$ cat src/design/upd_pkg.sv
// ----------------------------------------------------------------------------
// upd_pkg
// Shared types, character codes and the hex digit classifier for the URL
// percent decoder.
// ----------------------------------------------------------------------------
package upd_pkg;

  localparam logic [7:0] CH_PERCENT = 8'h25;
  localparam logic [7:0] CH_ZERO    = 8'h30;
  localparam logic [7:0] CH_NINE    = 8'h39;
  localparam logic [7:0] CH_UPPER_A = 8'h41;
  localparam logic [7:0] CH_UPPER_F = 8'h46;
  localparam logic [7:0] CH_LOWER_A = 8'h61;
  localparam logic [7:0] CH_LOWER_F = 8'h66;
  localparam logic [7:0] HEX_TEN    = 8'd10;

  localparam int QUEUE_DEPTH = 2;
  localparam int QUEUE_AW    = 1;

  // One queued command: a single result, or a literal '%' followed by the
  // carried byte when the two flag is set.
  typedef struct packed {
    logic [7:0] data;
    logic       string_last;
    logic       bad;
    logic       two;
  } cmd_t;

  typedef struct packed {
    logic full;
    logic valid;
  } q_status_t;

  typedef struct packed {
    logic       ok;
    logic [3:0] value;
  } hex_t;

  function automatic hex_t hex_decode(input logic [7:0] ch);
    hex_t       r;
    logic [7:0] d;
    d = 8'd0;
    r.ok = 1'b0;
    if (ch >= CH_ZERO && ch <= CH_NINE) begin
      d = ch - CH_ZERO;
      r.ok = 1'b1;
    end else if (ch >= CH_UPPER_A && ch <= CH_UPPER_F) begin
      d = ch - CH_UPPER_A + HEX_TEN;
      r.ok = 1'b1;
    end else if (ch >= CH_LOWER_A && ch <= CH_LOWER_F) begin
      d = ch - CH_LOWER_A + HEX_TEN;
      r.ok = 1'b1;
    end
    r.value = d[3:0];
    return r;
  endfunction

endpackage

$ cat src/design/upd_if.sv
// ----------------------------------------------------------------------------
// upd_in_if / upd_out_if
// Valid/ready channels for raw input words and decoded result words.
// ----------------------------------------------------------------------------
interface upd_in_if;
  logic       valid;
  logic       ready;
  logic [7:0] in_byte;
  logic       in_last;

  modport source (output valid, output in_byte, output in_last, input ready);
  modport sink   (input valid, input in_byte, input in_last, output ready);
endinterface

interface upd_out_if;
  logic       valid;
  logic       ready;
  logic [7:0] out_byte;
  logic       run_last;
  logic       string_last;
  logic       bad_escape;

  modport source (output valid, output out_byte, output run_last,
                  output string_last, output bad_escape, input ready);
  modport sink   (input valid, input out_byte, input run_last,
                  input string_last, input bad_escape, output ready);
endinterface

$ cat src/design/upd_front.sv
// ----------------------------------------------------------------------------
// upd_front
// Accepts input words, tracks the escape state and pushes result commands.
// ----------------------------------------------------------------------------
module upd_front (
  input  logic              clk,
  input  logic              rst,
  upd_in_if.sink            in_ch,
  input  upd_pkg::q_status_t q_stat,
  output logic              push,
  output upd_pkg::cmd_t     push_cmd
);
  import upd_pkg::*;

  localparam logic [1:0] PH_PLAIN   = 2'd0;
  localparam logic [1:0] PH_PERCENT = 2'd1;
  localparam logic [1:0] PH_DIGIT   = 2'd2;
  localparam logic [1:0] PH_SWALLOW = 2'd3;

  logic [1:0] phase, phase_next;
  logic [3:0] high_nibble, high_nibble_next;
  logic       high_bad, high_bad_next;
  logic       accept;
  hex_t       hx;

  assign in_ch.ready = !q_stat.full;
  assign accept      = in_ch.valid && in_ch.ready;
  assign hx          = hex_decode(in_ch.in_byte);

  always_comb begin
    phase_next       = phase;
    high_nibble_next = high_nibble;
    high_bad_next    = high_bad;
    push             = 1'b0;
    push_cmd.data        = in_ch.in_byte;
    push_cmd.string_last = in_ch.in_last;
    push_cmd.bad         = 1'b0;
    push_cmd.two         = 1'b0;
    if (accept) begin
      case (phase)
        PH_PLAIN: begin
          if (in_ch.in_byte == CH_PERCENT && !in_ch.in_last) begin
            phase_next = PH_PERCENT;
          end else begin
            push = 1'b1;
          end
        end
        PH_PERCENT: begin
          if (in_ch.in_last) begin
            push         = 1'b1;
            push_cmd.two = 1'b1;
            phase_next   = PH_PLAIN;
          end else begin
            high_bad_next    = !hx.ok;
            high_nibble_next = hx.value;
            phase_next       = PH_DIGIT;
          end
        end
        PH_DIGIT: begin
          push = 1'b1;
          if (!high_bad && hx.ok) begin
            push_cmd.data = {high_nibble, hx.value};
            phase_next    = PH_PLAIN;
          end else begin
            push_cmd.data        = 8'd0;
            push_cmd.string_last = 1'b1;
            push_cmd.bad         = 1'b1;
            phase_next           = in_ch.in_last ? PH_PLAIN : PH_SWALLOW;
          end
          high_nibble_next = 4'd0;
          high_bad_next    = 1'b0;
        end
        default: begin
          if (in_ch.in_last) begin
            phase_next = PH_PLAIN;
          end
        end
      endcase
    end
  end

  always_ff @(posedge clk) begin
    if (rst) begin
      phase       <= PH_PLAIN;
      high_nibble <= 4'd0;
      high_bad    <= 1'b0;
    end else begin
      phase       <= phase_next;
      high_nibble <= high_nibble_next;
      high_bad    <= high_bad_next;
    end
  end

endmodule

$ cat src/design/upd_queue.sv
// ----------------------------------------------------------------------------
// upd_queue
// Two-entry command queue between the front and back parts.
// ----------------------------------------------------------------------------
module upd_queue (
  input  logic               clk,
  input  logic               rst,
  input  logic               push,
  input  upd_pkg::cmd_t      push_cmd,
  input  logic               pop,
  output upd_pkg::q_status_t q_stat,
  output upd_pkg::cmd_t      head
);
  import upd_pkg::*;

  cmd_t                mem [QUEUE_DEPTH];
  logic [QUEUE_AW-1:0] wr_ptr;
  logic [QUEUE_AW-1:0] rd_ptr;
  logic [QUEUE_AW:0]   count;
  logic                do_push;
  logic                do_pop;

  assign q_stat.full  = (count == (QUEUE_AW+1)'(QUEUE_DEPTH));
  assign q_stat.valid = (count != '0);
  assign head         = mem[rd_ptr];
  assign do_push      = push && !q_stat.full;
  assign do_pop       = pop && q_stat.valid;

  always_ff @(posedge clk) begin
    if (do_push) begin
      mem[wr_ptr] <= push_cmd;
    end
  end

  always_ff @(posedge clk) begin
    if (rst) begin
      wr_ptr <= '0;
      rd_ptr <= '0;
      count  <= '0;
    end else begin
      if (do_push) begin
        wr_ptr <= wr_ptr + 1'b1;
      end
      if (do_pop) begin
        rd_ptr <= rd_ptr + 1'b1;
      end
      case ({do_push, do_pop})
        2'b10:   count <= count + (QUEUE_AW+1)'(1);
        2'b01:   count <= count - (QUEUE_AW+1)'(1);
        default: count <= count;
      endcase
    end
  end

endmodule

$ cat src/design/upd_back.sv
// ----------------------------------------------------------------------------
// upd_back
// Expands queued commands into result words and holds them in the output
// register until the consumer takes them.
// ----------------------------------------------------------------------------
module upd_back (
  input  logic               clk,
  input  logic               rst,
  input  upd_pkg::q_status_t q_stat,
  input  upd_pkg::cmd_t      head,
  output logic               pop,
  upd_out_if.source          out_ch
);
  import upd_pkg::*;

  logic       out_valid;
  logic [7:0] out_byte;
  logic       run_last;
  logic       string_last;
  logic       bad_escape;
  logic       second;
  logic       load;
  logic       emit_percent;

  // A two-result command stays at the head while its literal '%' goes out.
  assign load         = q_stat.valid && (!out_valid || out_ch.ready);
  assign emit_percent = head.two && !second;
  assign pop          = load && !emit_percent;

  assign out_ch.valid       = out_valid;
  assign out_ch.out_byte    = out_byte;
  assign out_ch.run_last    = run_last;
  assign out_ch.string_last = string_last;
  assign out_ch.bad_escape  = bad_escape;

  always_ff @(posedge clk) begin
    if (load) begin
      if (emit_percent) begin
        out_byte    <= CH_PERCENT;
        run_last    <= 1'b0;
        string_last <= 1'b0;
        bad_escape  <= 1'b0;
      end else begin
        out_byte    <= head.data;
        run_last    <= 1'b1;
        string_last <= head.string_last;
        bad_escape  <= head.bad;
      end
    end
  end

  always_ff @(posedge clk) begin
    if (rst) begin
      out_valid <= 1'b0;
      second    <= 1'b0;
    end else begin
      if (load) begin
        out_valid <= 1'b1;
        second    <= emit_percent;
      end else if (out_ch.ready) begin
        out_valid <= 1'b0;
      end
    end
  end

endmodule

$ cat src/design/url_percent_decoder.sv
// ----------------------------------------------------------------------------
// url_percent_decoder
// Streaming URL percent decoder: one encoded byte in per word, decoded bytes
// and an error marker for rejected strings out.
//
//   channel   dir   words carry
//   in_ch     in    in_byte, in_last
//   out_ch    out   out_byte, run_last, string_last, bad_escape
//
// One input word per cycle is accepted while the command queue is not full; a
// word that yields two results (a last byte that follows an opening '%')
// holds the single output register for both results, one after the other.
// An accepted word is written to the command queue, then to the output register.
// rst is synchronous and clears the escape state, the queue and the output.
// A stalled output fills the two-entry command queue, then drops in_ch.ready.
// ----------------------------------------------------------------------------
module url_percent_decoder (
  input  logic      clk,
  input  logic      rst,
  upd_in_if.sink    in_ch,
  upd_out_if.source out_ch
);
  import upd_pkg::*;

  q_status_t q_stat;
  cmd_t      push_cmd;
  cmd_t      head;
  logic      push;
  logic      pop;

  upd_front u_front (
    .clk      (clk),
    .rst      (rst),
    .in_ch    (in_ch),
    .q_stat   (q_stat),
    .push     (push),
    .push_cmd (push_cmd)
  );

  upd_queue u_queue (
    .clk      (clk),
    .rst      (rst),
    .push     (push),
    .push_cmd (push_cmd),
    .pop      (pop),
    .q_stat   (q_stat),
    .head     (head)
  );

  upd_back u_back (
    .clk    (clk),
    .rst    (rst),
    .q_stat (q_stat),
    .head   (head),
    .pop    (pop),
    .out_ch (out_ch)
  );

endmodule

$ cat src/flat_wrapper.sv
// flat-port wrapper written by rule: the top's interface ports become plain ports
module url_percent_decoder_flat import upd_pkg::*;
  (clk, rst, in_ch_valid, in_ch_in_byte, in_ch_in_last, in_ch_ready, out_ch_valid, out_ch_out_byte, out_ch_run_last, out_ch_string_last, out_ch_bad_escape, out_ch_ready);
  upd_in_if in_ch_i ();
  upd_out_if out_ch_i ();
  input  logic clk;
  input  logic rst;
  input wire logic [$bits(in_ch_i.valid)-1:0] in_ch_valid;
  input wire logic [$bits(in_ch_i.in_byte)-1:0] in_ch_in_byte;
  input wire logic [$bits(in_ch_i.in_last)-1:0] in_ch_in_last;
  output wire logic [$bits(in_ch_i.ready)-1:0] in_ch_ready;
  output wire logic [$bits(out_ch_i.valid)-1:0] out_ch_valid;
  output wire logic [$bits(out_ch_i.out_byte)-1:0] out_ch_out_byte;
  output wire logic [$bits(out_ch_i.run_last)-1:0] out_ch_run_last;
  output wire logic [$bits(out_ch_i.string_last)-1:0] out_ch_string_last;
  output wire logic [$bits(out_ch_i.bad_escape)-1:0] out_ch_bad_escape;
  input wire logic [$bits(out_ch_i.ready)-1:0] out_ch_ready;
  assign in_ch_i.valid = in_ch_valid;
  assign in_ch_i.in_byte = in_ch_in_byte;
  assign in_ch_i.in_last = in_ch_in_last;
  assign in_ch_ready = in_ch_i.ready;
  assign out_ch_valid = out_ch_i.valid;
  assign out_ch_out_byte = out_ch_i.out_byte;
  assign out_ch_run_last = out_ch_i.run_last;
  assign out_ch_string_last = out_ch_i.string_last;
  assign out_ch_bad_escape = out_ch_i.bad_escape;
  assign out_ch_i.ready = out_ch_ready;
  url_percent_decoder u_core (.clk(clk), .rst(rst), .in_ch(in_ch_i), .out_ch(out_ch_i));
endmodule
$ cat config.mk
export PLATFORM = sky130hd
export DESIGN_NAME = url_percent_decoder_flat
export DESIGN_NICKNAME = d
export VERILOG_FILES = /design/src/design/upd_pkg.sv /design/src/design/upd_if.sv /design/src/design/upd_front.sv /design/src/design/upd_queue.sv /design/src/design/upd_back.sv /design/src/design/url_percent_decoder.sv /design/src/flat_wrapper.sv
export SDC_FILE = /design/constraint.sdc
export NUM_CORES = 1
export LEC_CHECK = 0
export ABC_CLOCK_PERIOD_IN_PS = 2100
export BUFFER_PORTS_ARGS = -buffer_cell sky130_fd_sc_hd__buf_2
export CAP_MARGIN = 5
export CORE_MARGIN = 1
export CORE_UTILIZATION = 35
export DETAILED_ROUTE_END_ITERATION = 10
export SETUP_SLACK_MARGIN = 0.5
export SLEW_MARGIN = 20
export SYNTH_ARGS = -nofsm -noshare
export SYNTH_HDL_FRONTEND = slang
export SYNTH_SLANG_ARGS = --single-unit
$ cat constraint.sdc
create_clock -name clk -period 2.1 [get_ports clk]
set_input_delay 0.105 -clock clk [delete_from_list [all_inputs] [get_ports clk]]
set_output_delay 0.105 -clock clk [all_outputs]
set_load 0.01 [all_outputs]
Word level (Yosys, flattened, before mapping)
Memory sizes are Yosys's and may differ from the RTL's. A register that Yosys moved wholly into a read port is not among the register bits. Index checks and enable logic that the tools add are counted.

Add/sub/neg operators: 9. $lt $le $gt $ge: 6. Equality and inequality tests: 8. Mux-type cells: 33. Reductions and logical operators: 27.

Operators by type and width (count): $ge 8x7->1 const B (2); $le 8x7->1 const B (2); $mux 4 (4); $mux 1 (15); $mux 2 (6); $sub 4x1->4 const B (3); $logic_and 1x1->1 (11); $mux 11 (1); $mux 10 (1); $add 4x4->4 const B (2); $eq 8x6->1 const B (1); $ge 8x6->1 const B (1); $le 8x6->1 const B (1); $mux 8 (1); $pmux 4 s2 (1); $reduce_bool 2->1 (4); $logic_not 1->1 (7); $eq 2x2->1 const B (3); $pmux 2 s3 (1); $reduce_and 3->1 (2); $eq 2x1->1 const B (2); $ne 2x2->1 const B (2); $pmux 2 s2 (1); $reduce_bool 4->1 (1); 7 further kinds (8).

Flip-flop bits (word level): 24. Memory bits (writable): 22. Output and inout port bits: 13. Word-level logic and storage cells: 96. Memories kept: 1.

Memory list: u_core.u_queue.mem (depth 2, width 11, rd ports 1, clocked after memory_dff 1, write ports 1, RTL line upd_queue.sv:16) `cmd_t mem [QUEUE_DEPTH];`.

Logic depth before layout (Yosys ltp)
Gate-level depths: netlist of run 1.

Word-level depth: 9. Gate-level depth with buffers: 9. Mapped depth without buffers: 9.

Modules after synthesis
A second synthesis of run 1 with hierarchy kept.

Cells, all modules: 195. Area, all modules: 2298.5 um2.

Modules (own cells, without submodules): upd_queue (instances 1, cells an instance 60, area an instance 1016.0 um2, seq. area each 760.7 um2); upd_front (instances 1, cells an instance 102, area an instance 767.0 um2, seq. area each 140.1 um2); upd_back (instances 1, cells an instance 33, area an instance 515.5 um2, seq. area each 370.4 um2).

Worst setup path after synthesis of run 1
Ideal clock, no wire load.

Kind: reg2reg. From: register u_core.u_queue.count[0]. To: memory u_core.u_queue.mem[1][0] (netlist name) (enable). Library setup time: 0.378 ns. Data arrival time: 1.495 ns. Path slack: 0.226 ns. Stages on the path, launching flop included: 6. Buffers on the path: 1. Period minus slack after synthesis: 1.874 ns. Cells stage by stage: dfxtp_1 nand2b_1 buf_2 and2_1 o21ai_0 nor2_1.

Word-level cells in the longest chain between the ends: 7.

Ends and longest elaborated chain: start, declared (RTL line upd_queue.sv:19) `logic [QUEUE_AW:0] count;`; start signal, assigned (RTL line upd_queue.sv:48) `2'b10: count <= count + (QUEUE_AW+1)'(1);`; start signal, assigned (RTL line upd_queue.sv:49) `2'b01: count <= count - (QUEUE_AW+1)'(1);`; start signal, assigned (RTL line upd_queue.sv:50) `default: count <= count;`; $eq 2x2->1 * (RTL line upd_queue.sv:23) `assign q_stat.full = (count == (QUEUE_AW+1)'(QUEUE_DEPTH));`; $logic_not 1->1 * (RTL line upd_front.sv:26) `assign in_ch.ready = !q_stat.full;`; via in_ch_ready (RTL line flat_wrapper.sv:11) `output wire logic [$bits(in_ch_i.ready)-1:0] in_ch_ready;`; $logic_and 1x1->1 (RTL line upd_front.sv:27) `assign accept = in_ch.valid && in_ch.ready;`; $mux 1 (RTL line upd_front.sv:39) `if (accept) begin`; $logic_and 1x1->1 * (RTL line upd_queue.sv:26) `assign do_push = push && !q_stat.full;`; $mux 1 * (RTL line upd_queue.sv:30) `if (do_push) begin`; $mux 1 (not written as such) * (RTL line upd_queue.sv:31) `mem[wr_ptr] <= push_cmd;`; end, declared (RTL line upd_queue.sv:16).

The timed path passes the listed nets; every way through them passes the cells marked *.

Worst setup path after layout of run 1
From: register u_core.u_front.phase[1]. To: register u_core.u_queue.count[1].

Word-level cells in the longest chain between the ends: 6.

Ends and longest elaborated chain: start, declared (RTL line upd_front.sv:20) `logic [1:0] phase, phase_next;`; start signal, assigned (RTL line upd_front.sv:88) `phase <= phase_next;`; $eq 2x2->1, or another cell as far along (RTL line upd_front.sv:40) `case (phase)`; $pmux 1 s3 * (RTL line upd_front.sv:40); $mux 1 * (RTL line upd_front.sv:39); $logic_and 1x1->1 * (RTL line upd_queue.sv:26); $eq 2x1->1 / $eq 2x2->1 (equally long branches) (RTL line upd_queue.sv:47) `case ({do_push, do_pop})`; $pmux 2 s2 / $reduce_bool 2->1 (equally long branches).

Every way passes the cells marked *; elsewhere a longest branch is shown, timed or not. A chain may end at the register's enable or synchronous reset.

==> out/results.tsv, run 1 <==
stage	metric	value	unit
outcome	status	completed	
synth	post-synth top area share	0.4437	
layout	Sequential Area	0.001275	mm²
placed_design	PortBufs	25	
setup_path	Crit path largest cell delay	0.35	ns
synth	post-synth top area cell	edfxtp_1	
setup_path	buffers plus inverters on the worst setup path	0	
layout	layout cells sized above 1	0.3000	
clock_tree	Clk pin slew, worst setup/hold paths	0.09	ns
min_path	WHS Path Cells	3	
layout	Final Net Count	256	
synth	Synth area leaders	edfxtp_1, dfxtp_1, mux2i_1, nor2_1, nand2_1	
setup_path	CP delay by family, top	simple AND/OR/NAND/NOR gates	
global_routing	first-pass GRT wire length	7438	µm
placed_design	HPWL Detailed	3270	µm
timing	RSZ-0062 raised after global routing	yes	
floorplan	num rows	28	
layout	antenna cells	0	
clock_tree	clk sink count	47	
pwr	Net Sw Power	974.1	µW
setup_path	crit path kind	flop to flop	
pwr	Int Pwr	2.114	mW
synth	syn nets	216	
pwr	power share of the clock group	0.217	
pwr	sw frac	0.3154	
clock_tree	CTS buffer count	5	
synth	Seq/Total Area, Yosys	0.5692	
floorplan	Placeable Area	0.006026	mm²
timing	worst setup margin	0.4653	ns
setup_path	Reg2Reg Depth	6	
setup_path	crit-path cells	and3b_2, a31oi_4, o21ai_2, ha_4, or3_1, a21oi_1	
clock_tree	hold_buf cts	0	
synth	Syn Std Cell Area	0.002233	mm²
detailed_routing	drt drc	0	
layout	# fillers	586	
timing	Slew headroom	0.6919	
synth	Main synth FF type	edfxtp_1	
timing	measured slew at the worst slew-check pin	0.4612	ns
detailed_routing	ANT nets after route	0	
global_routing	initial antenna violation count	0	
setup_path	CP Depth	6	
timing	maximum clock frequency	611.7	MHz
setup_path	crit-path max FO	3	
setup_path	crit path DAT	1.88	ns
placed_design	GPL Wtd Cong	0.8344	
synth	Post-synth ARST share	0	
timing	Final period util	0.7784	
setup_path	Crit. End Element	flop	
synth	EDFF count, synth	33	
setup_path	Startpoint Class	flop	
detailed_routing	DR WL/cell	14.73	µm
min_path	hold crit path type	primary input to flop	
layout	area of the multi-input gates	997.2	µm²
clock_tree	Longest Clk Path Bufs	2	
floorplan	Starting Density	0.3706	
placed_design	dpl ws	0.1643	ns
floorplan	DIE WIDTH	81.88	µm
clock_tree	CTS tree	done	
synth	Post-synth top cells	edfxtp_1, nor2_1, nand2_1	
synth	Syn. warnings	0	
global_routing	largest net degree at the start of global routing	17	
placed_design	Area after DPL	0.002525	mm²
detailed_routing	Initial DRC Count	82	
detailed_routing	Via Count	1653	
pwr	Comb power frac	0.324	
pwr	Power Density	1114	mW/mm²
timing	Final Max Tran Viols	0	
global_routing	GRT Overall Usage	0.1507	
detailed_routing	drt total wl	4640	µm
timing	setup TNS	0	ns
detailed_routing	TritonRoute pass-1 iters	4	
synth	Gate Count Post-Synth	199	
setup_path	Req. time, crit path	2.34	ns
synth	Synth cell types	50	
clock_tree	Root Buffer Master	clkbuf_8	
synth	Syn Area/Cell	11.22	µm²
timing	min Tclk post-route	1.635	ns
floorplan	die area	0.006704	mm²
pwr	leakage power	1.020	nW
synth	top-count cell post-synth	edfxtp_1	
clock_tree	# H-tree levels	2	
global_routing	GRT overflow	0	
global_routing	number of global-route vias before repair	1535	
setup_path	slowest cell on the critical path	or3_1	
pwr	maximum VDD drop	0.4776	mV
detailed_routing	DR vias/cell	5.248	
floorplan	# IOs	26	
flow_run	Max Cap Viol	0	
timing	final hold vios	0	
synth	flops & latches, synth	47	
layout	synthesis-to-finish area growth	24.15	%
layout	final core utilization	0.4601	
pwr	Sequential Power Share	0.459	
clock_tree	Worst-Skew Late Latency	0.30	ns
timing	Final setup viols	0	
timing	clock skew	0.01454	ns
layout	final instance area	0.002773	mm²
pwr	Final Power	3.088	mW
floorplan	Die Span Y	81.88	µm
==> layout make-up <==
class                           instances  share of cell area
Clock buffer                            5             0.02482
Multi-Input combinational cell        136              0.3597
Tap cell                               75             0.03384
Clock inverter                          3             0.01670
Inverter                                7            0.009477
Timing Repair Buffer                   42             0.09567
Sequential cell                        47              0.4598
==> kinds of logic (layout without fill, tap and decap cells) <==
group,count (synthesis),after routing,synth area share
xor gates and xnor gates,2,2,0.007845
and+or+nand+nor,79,79,0.1955
adders and majority gates,4,4,0.02241
buffers and inverters,16,57,0.03081
DFF,47,47,0.5692
AOI/OAI and AO/OA,39,39,0.1205
muxes,12,12,0.05378
==> final timing paths <==
kind	slack [ns]	to	from
max	0.47	u_core.u_queue.count[1]	u_core.u_front.phase[1]
max reg2reg	0.47	u_core.u_queue.count[1]	u_core.u_front.phase[1]
min reg2reg	0.47	u_core.u_front.high_nibble[1]	u_core.u_front.high_nibble[1]
min	0.07	u_core.u_back.out_ch.valid	out_ch_ready
==> repair_timing <==
item / 4_1_cts / 5_1_grt
cloned: 0 / 2
pin swaps: 2 / 2
resized for setup: 5 / 16
setup buffers: 2 / 2
setup endpoints to repair: 15 / 35
==> power groups by stage <==
stage | combinational, mW | clock [mW] | sequential [mW]
CTS | 0.950 | 0.689 | 1.42
global placement | 0.917 | 0 | 1.43
global route | 1.12 | 0.727 | 1.45
detailed placement | 0.937 | 0 | 1.44
floorplan | 0.561 | 0 | 1.49
finish | 1.00 | 0.671 | 1.42
==> per-stage QoR <==
stage | cells | hold slack, ns
after floorplan | 199 | 0.2981
after detailed placement | 301 | 0.4002
after CTS | 311 | 0.06914
after global routing | 315 | 0.09448
final | 315 | 0.07355
after global placement | 301 | 0.3979
==> flip-flops by register name (all words and copies together) (netlist names), named ones only <==
register,flops
u_core.u_back.out_ch.run_last,1
u_core.u_front.high_bad,1
u_core.u_back.out_ch.string_last,1
u_core.u_front.high_nibble,4
u_core.u_front.phase,2
u_core.u_back.out_ch.out_byte,8
u_core.u_back.out_ch.bad_escape,1
u_core.u_back.second,1
u_core.u_back.out_ch.valid,1
u_core.u_queue.rd_ptr,1
u_core.u_queue.count,2
u_core.u_queue.wr_ptr,1
u_core.u_queue.mem,22
==> metal layers <==
layer / track usage / part of all wire
met1: 0.1964 / 0.47
met2: 0.2421 / 0.49
met3: 0.03000 / 0.031
met4: 0.06316 / 0.014
met5: 0 / 0
==> placed cells by master, fill, tap and decap left out, types with 4 or more instances in the layout <==
master,instances
edfxtp_1,33
buf_2,26
nand2_1,20
nor2_1,18
mux2i_1,12
buf_4,12
dfxtp_1,11
inv_1,7
a21oi_1,7
nand3_1,5
clkbuf_8,5
nand2b_1,4
o21ai_1,4
nor3_1,4
nand4_1,4
buf_6,4
==> worst register-to-register path, stage by stage, from the launching register on <==
cell and delay [ns]:
dfxtp_2 0.34, and3b_2 0.25, a31oi_4 0.09, o21ai_2 0.20, ha_4 0.23, or3_1 0.35
a21oi_1 0.12
No activity file was read; power rests on OpenSTA's default activity.
==> inputs of run 2 (changes only) <==
--- a/config.mk
+++ b/config.mk
@@ -5,7 +5,7 @@
 export SDC_FILE = /design/constraint.sdc
 export NUM_CORES = 1
 export LEC_CHECK = 0
-export ABC_CLOCK_PERIOD_IN_PS = 2100
+export ABC_CLOCK_PERIOD_IN_PS = 1300
 export BUFFER_PORTS_ARGS = -buffer_cell sky130_fd_sc_hd__buf_2
 export CAP_MARGIN = 5
 export CORE_MARGIN = 1
==> constraint.sdc (replaced) <==
create_clock -name clk -period 1.3 [get_ports clk]
set_input_delay 0.065 -clock clk [delete_from_list [all_inputs] [get_ports clk]]
set_output_delay 0.065 -clock clk [all_outputs]
set_load 0.01 [all_outputs]
==> out/results.tsv, run 2 (synthesis gave the netlist of run 1 again) <==
stage	metric	value	unit
placed_design	PortBufs	25	
global_routing	initial antenna violation count	0	
layout	synthesis-to-finish area growth	51.99	%
detailed_routing	DR WL/cell	14.71	µm
global_routing	GRT Overall Usage	0.1705	
layout	antenna cells	0	
setup_path	crit path DAT	1.85	ns
floorplan	DIE WIDTH	81.88	µm
setup_path	CP delay by family, top	simple AND/OR/NAND/NOR gates	
timing	clock skew	0.01258	ns
detailed_routing	drt total wl	5238	µm
layout	commonest non-fill, non-tap cell in the layout	buf_4	
floorplan	die area	0.006704	mm²
timing	setup TNS	-6.518	ns
layout	layout cells sized above 1	0.5231	
timing	Final Max Tran Viols	0	
clock_tree	Clk pin slew, worst setup/hold paths	0.09	ns
setup_path	Crit. End Element	flop	
setup_path	crit-path cells	and3b_1, a31oi_4, o21ai_4, ha_4, or3_1, a21oi_1	
setup_path	Crit path largest cell delay	0.34	ns
layout	biggest regs	u_core.u_queue.mem: 22 flops, u_core.u_back.out_ch.out_byte: 8 flops, u_core.u_front.high_nibble: 4 flops	
layout	Largest Register	u_core.u_queue.mem	
layout	# fillers	523	
global_routing	number of global-route vias before repair	1754	
flow_run	Max Cap Viol	0	
clock_tree	clk sink count	47	
placed_design	placed insts	334	
global_routing	first-pass GRT wire length	8480	µm
layout	Final Net Count	297	
timing	final hold vios	0	
layout	max reg flops	22	
setup_path	buffers plus inverters on the worst setup path	0	
setup_path	Req. time, crit path	1.53	ns
floorplan	Starting Density	0.3706	
detailed_routing	ANT nets after route	0	
timing	min Tclk post-route	1.616	ns
floorplan	# IOs	26	
placed_design	dpl ws	-0.4643	ns
outcome	failing checks	negative setup slack	
global_routing	largest net degree at the start of global routing	16	
placed_design	Area after DPL	0.002904	mm²
timing	Final setup viols	52	
timing	RSZ-0062 raised after global routing	yes	
timing	Final period util	1.243	
timing	measured slew at the worst slew-check pin	0.4121	ns
pwr	Final Power	5.704	mW
placed_design	GPL Wtd Cong	0.8183	
pwr	Power Density	1680	mW/mm²
clock_tree	CTS tree	done	
clock_tree	Worst-Skew Late Latency	0.30	ns
pwr	leakage power	1.303	nW
clock_tree	CTS buffer count	5	
timing	worst setup margin	-0.3165	ns
detailed_routing	drt drc	0	
layout	most frequent cells in the layout	buf_4, edfxtp_1, buf_6, buf_2, nor2_1	
min_path	hold crit path type	primary input to flop	
pwr	maximum VDD drop	0.6924	mV
setup_path	crit-path max FO	3	
detailed_routing	TritonRoute pass-1 iters	4	
clock_tree	Longest Clk Path Bufs	2	
clock_tree	# H-tree levels	2	
setup_path	Startpoint Class	flop	
timing	Slew headroom	0.7242	
setup_path	crit path kind	flop to flop	
floorplan	Die Span Y	81.88	µm
floorplan	Placeable Area	0.006026	mm²
floorplan	num rows	28	
detailed_routing	DR vias/cell	5.129	
placed_design	HPWL Detailed	3568	µm
global_routing	GRT overflow	0	
setup_path	slowest cell on the critical path	or3_1	
layout	final instance area	0.003395	mm²
outcome	status	finished with violations	
layout	final std cells w/o fill	356	
clock_tree	Root Buffer Master	clkbuf_8	
detailed_routing	Via Count	1826	
timing	maximum clock frequency	618.6	MHz
detailed_routing	Initial DRC Count	63	
-- run 2: cell count changes in the layout (fill, tap and decap cells not counted), sizes merged --
cell | before | now
clkinvlp | 1 | 0
clkinv | 0 | 2
buf | 42 | 83
inv | 8 | 7
-- run 2: layout make-up --
type                       count  area, µm²  share of cell area
multi-input combinational    136       1177              0.3468
sequential                    47       1281              0.3774
clock inverter                 3      43.79             0.01290
tap                           75      93.84             0.02764
clock buffer                   5      68.82             0.02027
timing repair buffer          83      695.7              0.2049
inverter                       7      33.78            0.009952
-- run 2: worst paths after layout --
kind | from | end | slack (ns) | depth (start not counted)
worst min register to register | u_core.u_front.high_nibble[0] | u_core.u_front.high_nibble[0] | 0.48 | 2
worst min-delay path | out_ch_ready | u_core.u_back.out_ch.valid | 0.06 | 3
worst max-delay path | u_core.u_front.phase[1] | u_core.u_queue.count[1] | -0.32 | 6
worst max register to register | u_core.u_front.phase[1] | u_core.u_queue.count[1] | -0.32 | 6
-- run 2: per-stage QoR --
stage	hold WS (ns)	utilization
2_1_floorplan	0.2576	-
3_3_place_gp	0.3633	0.4819
3_5_place_dp	0.3847	0.4819
4_1_cts	0.05153	0.5378
5_1_grt	0.07979	0.5633
6_report	0.05622	0.5633
-- run 2: per-layer routing --
layer	global-route usage	wire length [µm]
met3	0.03333	135
met5	0	0
met1	0.2160	2390
met4	0.06667	82
met2	0.2843	2629
-- run 2: where the power goes --
group / internal [mW] / switching, mW / total, mW
combinational: 1.17 / 1.15 / 2.32
sequential: 2.15 / 0.154 / 2.30
clock: 0.573 / 0.508 / 1.08
total: 3.89 / 1.81 / 5.70
-- run 2: tightest hold or removal path: cells and delay by family --
family          cells  cell delay [ns]
compound gates      1             0.06
buf+inv             1             0.07
simple gates        1             0.12
-- run 2: what timing repair did --
action                                 4_1_cts  5_1_grt
endpoints found under the hold margin        0        0
pin swaps                                   13       13
setup endpoints to repair                   93       93
buffers inserted                             9        5
gates resized for setup                     36       32
hold buffers                                 0        0
==> inputs of run 3 (changes only) <==
--- a/config.mk
+++ b/config.mk
@@ -11,6 +11,7 @@
 export CORE_MARGIN = 1
 export CORE_UTILIZATION = 35
 export DETAILED_ROUTE_END_ITERATION = 10
+export MAX_ROUTING_LAYER = met4
 export SETUP_SLACK_MARGIN = 0.5
 export SLEW_MARGIN = 20
 export SYNTH_ARGS = -nofsm -noshare
==> out/results.tsv, run 3 (synthesis gave the netlist of run 1 again) <==
stage	metric	value	unit
timing	Final period util	1.233	
setup_path	reg-to-reg endpoint	u_core.u_queue.count[1]	
layout	synthesis-to-finish area growth	58.54	%
setup_path	crit-path max FO	2	
floorplan	Starting Density	0.3706	
layout	final instance area	0.003541	mm²
clock_tree	Longest Clk Path Bufs	2	
detailed_routing	Initial DRC Count	71	
timing	Fin Hold WS	0.05889	ns
outcome	status	finished with violations	
outcome	failing checks	negative setup slack	
setup_path	crit path kind	flop to flop	
detailed_routing	DR vias/cell	5.144	
floorplan	die area	0.006704	mm²
detailed_routing	drt total wl	5552	µm
pwr	Power Density	1751	mW/mm²
layout	antenna cells	0	
setup_path	crit path DAT	1.84	ns
layout	Final Net Count	301	
setup_path	r2r setup slk	-0.30	ns
timing	worst setup margin	-0.3024	ns
layout	final std cells w/o fill	360	
clock_tree	Worst-Skew Late Latency	0.30	ns
timing	clock skew	0.004246	ns
global_routing	largest net degree at the start of global routing	17	
global_routing	initial antenna violation count	0	
placed_design	placed insts	338	
clock_tree	clk sink count	47	
pwr	maximum VDD drop	0.7856	mV
setup_path	worst setup path endpoint	u_core.u_queue.count[1]	
floorplan	num rows	28	
detailed_routing	Via Count	1852	
floorplan	Die Span Y	81.88	µm
timing	Final Max Tran Viols	0	
detailed_routing	drt drc	0	
setup_path	Startpoint Class	flop	
clock_tree	Clk pin slew, worst setup/hold paths	0.09	ns
min_path	hold crit path type	primary input to flop	
setup_path	Req. time, crit path	1.53	ns
global_routing	number of global-route vias before repair	1794	
layout	final core utilization	0.5876	
placed_design	GPL Wtd Cong	0.8601	
pwr	leakage power	1.337	nW
layout	commonest non-fill, non-tap cell in the layout	buf_4	
timing	measured slew at the worst slew-check pin	0.3806	ns
floorplan	Placeable Area	0.006026	mm²
floorplan	DIE WIDTH	81.88	µm
layout	Largest Register	u_core.u_queue.mem	
flow_run	Max Cap Viol	0	
floorplan	# IOs	26	
layout	layout cells sized above 1	0.6000	
setup_path	Setup crit start	u_core.u_front.phase[1]	
placed_design	HPWL Detailed	3605	µm
clock_tree	CTS buffer count	5	
layout	biggest regs	u_core.u_queue.mem: 22 flops, u_core.u_back.out_ch.out_byte: 8 flops, u_core.u_front.high_nibble: 4 flops	
detailed_routing	TritonRoute pass-1 iters	4	
timing	final hold vios	0	
placed_design	PortBufs	25	
clock_tree	# H-tree levels	2	
global_routing	first-pass GRT wire length	8562	µm
setup_path	Crit. End Element	flop	
setup_path	Reg2Reg Depth	7	
detailed_routing	ANT nets after route	0	
detailed_routing	DR WL/cell	15.42	µm
placed_design	Area after DPL	0.002934	mm²
timing	Slew headroom	0.7454	
global_routing	GRT Overall Usage	0.1767	
timing	Final setup viols	59	
setup_path	Worst R2R Start	u_core.u_front.phase[1]	
clock_tree	Root Buffer Master	clkbuf_8	
clock_tree	CTS tree	done	
timing	RSZ-0062 raised after global routing	yes	
timing	min Tclk post-route	1.602	ns
layout	max reg flops	22	
global_routing	GRT overflow	0	
timing	maximum clock frequency	624.1	MHz
layout	most frequent cells in the layout	buf_4, edfxtp_1, buf_2, buf_6, nand2_1	
[run 3: how the worst min path moves through the flow]
stage                             from                         end  slack [ns]  cells past startpoint
final                     out_ch_ready  u_core.u_back.out_ch.valid        0.06                      3
after global routing      out_ch_ready  u_core.u_back.out_ch.valid        0.07                      3
after floorplan                    rst                        flop        0.26                      2
after detailed placement  out_ch_ready  u_core.u_back.out_ch.valid        0.37                      3
after global placement    out_ch_ready  u_core.u_back.out_ch.valid        0.36                      3
after CTS                 out_ch_ready  u_core.u_back.out_ch.valid        0.05                      3
[run 3: what timing repair did]
action | 4_1_cts | 5_1_grt
buffers inserted | 8 | 5
resized for setup | 58 | 35
setup endpoints to repair | 93 | 93
cloned | 1 | 0
hold buffers | 0 | 0
pin swaps | 13 | 12
[run 3: worst max-delay path, cell delays in order, from the launching register on]
cell and delay (ns):
dfxtp_2 0.33, and3b_2 0.22, a31oi_4 0.21, o21ai_4 0.08, ha_4 0.16, xnor2_2 0.12
or3_1 0.31, a21oi_1 0.11
[run 3: through the flow]
step / power [mW] / TNS (ns) / setup WS (ns)
floorplan: 3.551 / -9.408 / -0.3198
global placement: 4.211 / -15.22 / -0.3797
detailed placement: 4.251 / -17.04 / -0.4302
CTS: 5.828 / -5.717 / -0.2898
global route: 6.534 / -10.08 / -0.3718
finish: 6.200 / -7.333 / -0.3024
[run 3: cell type report]
class	count	area, µm²
clock inverter	3	46.29
timing repair buffer	86	728.2
clock buffer	5	68.82
fill	501	2485
tap	75	93.84
timing repair inverter	1	11.26
inverter	7	38.79
sequential	47	1287
multi-input combinational	136	1266
[run 3: metal layers]
metal	share of wire	track usage	vias to the layer above
met3	0.025	0.03333	9
li1	-	-	910
met5	0	-	-
met4	0.019	0.06667	0
met1	0.45	0.2132	902
met2	0.51	0.2917	31
[run 3: report_power, final]
part           switching (mW)  total (mW)  internal, mW
clock network           0.526        1.11         0.580
logic                    1.35        2.78          1.42
registers               0.161        2.32          2.16
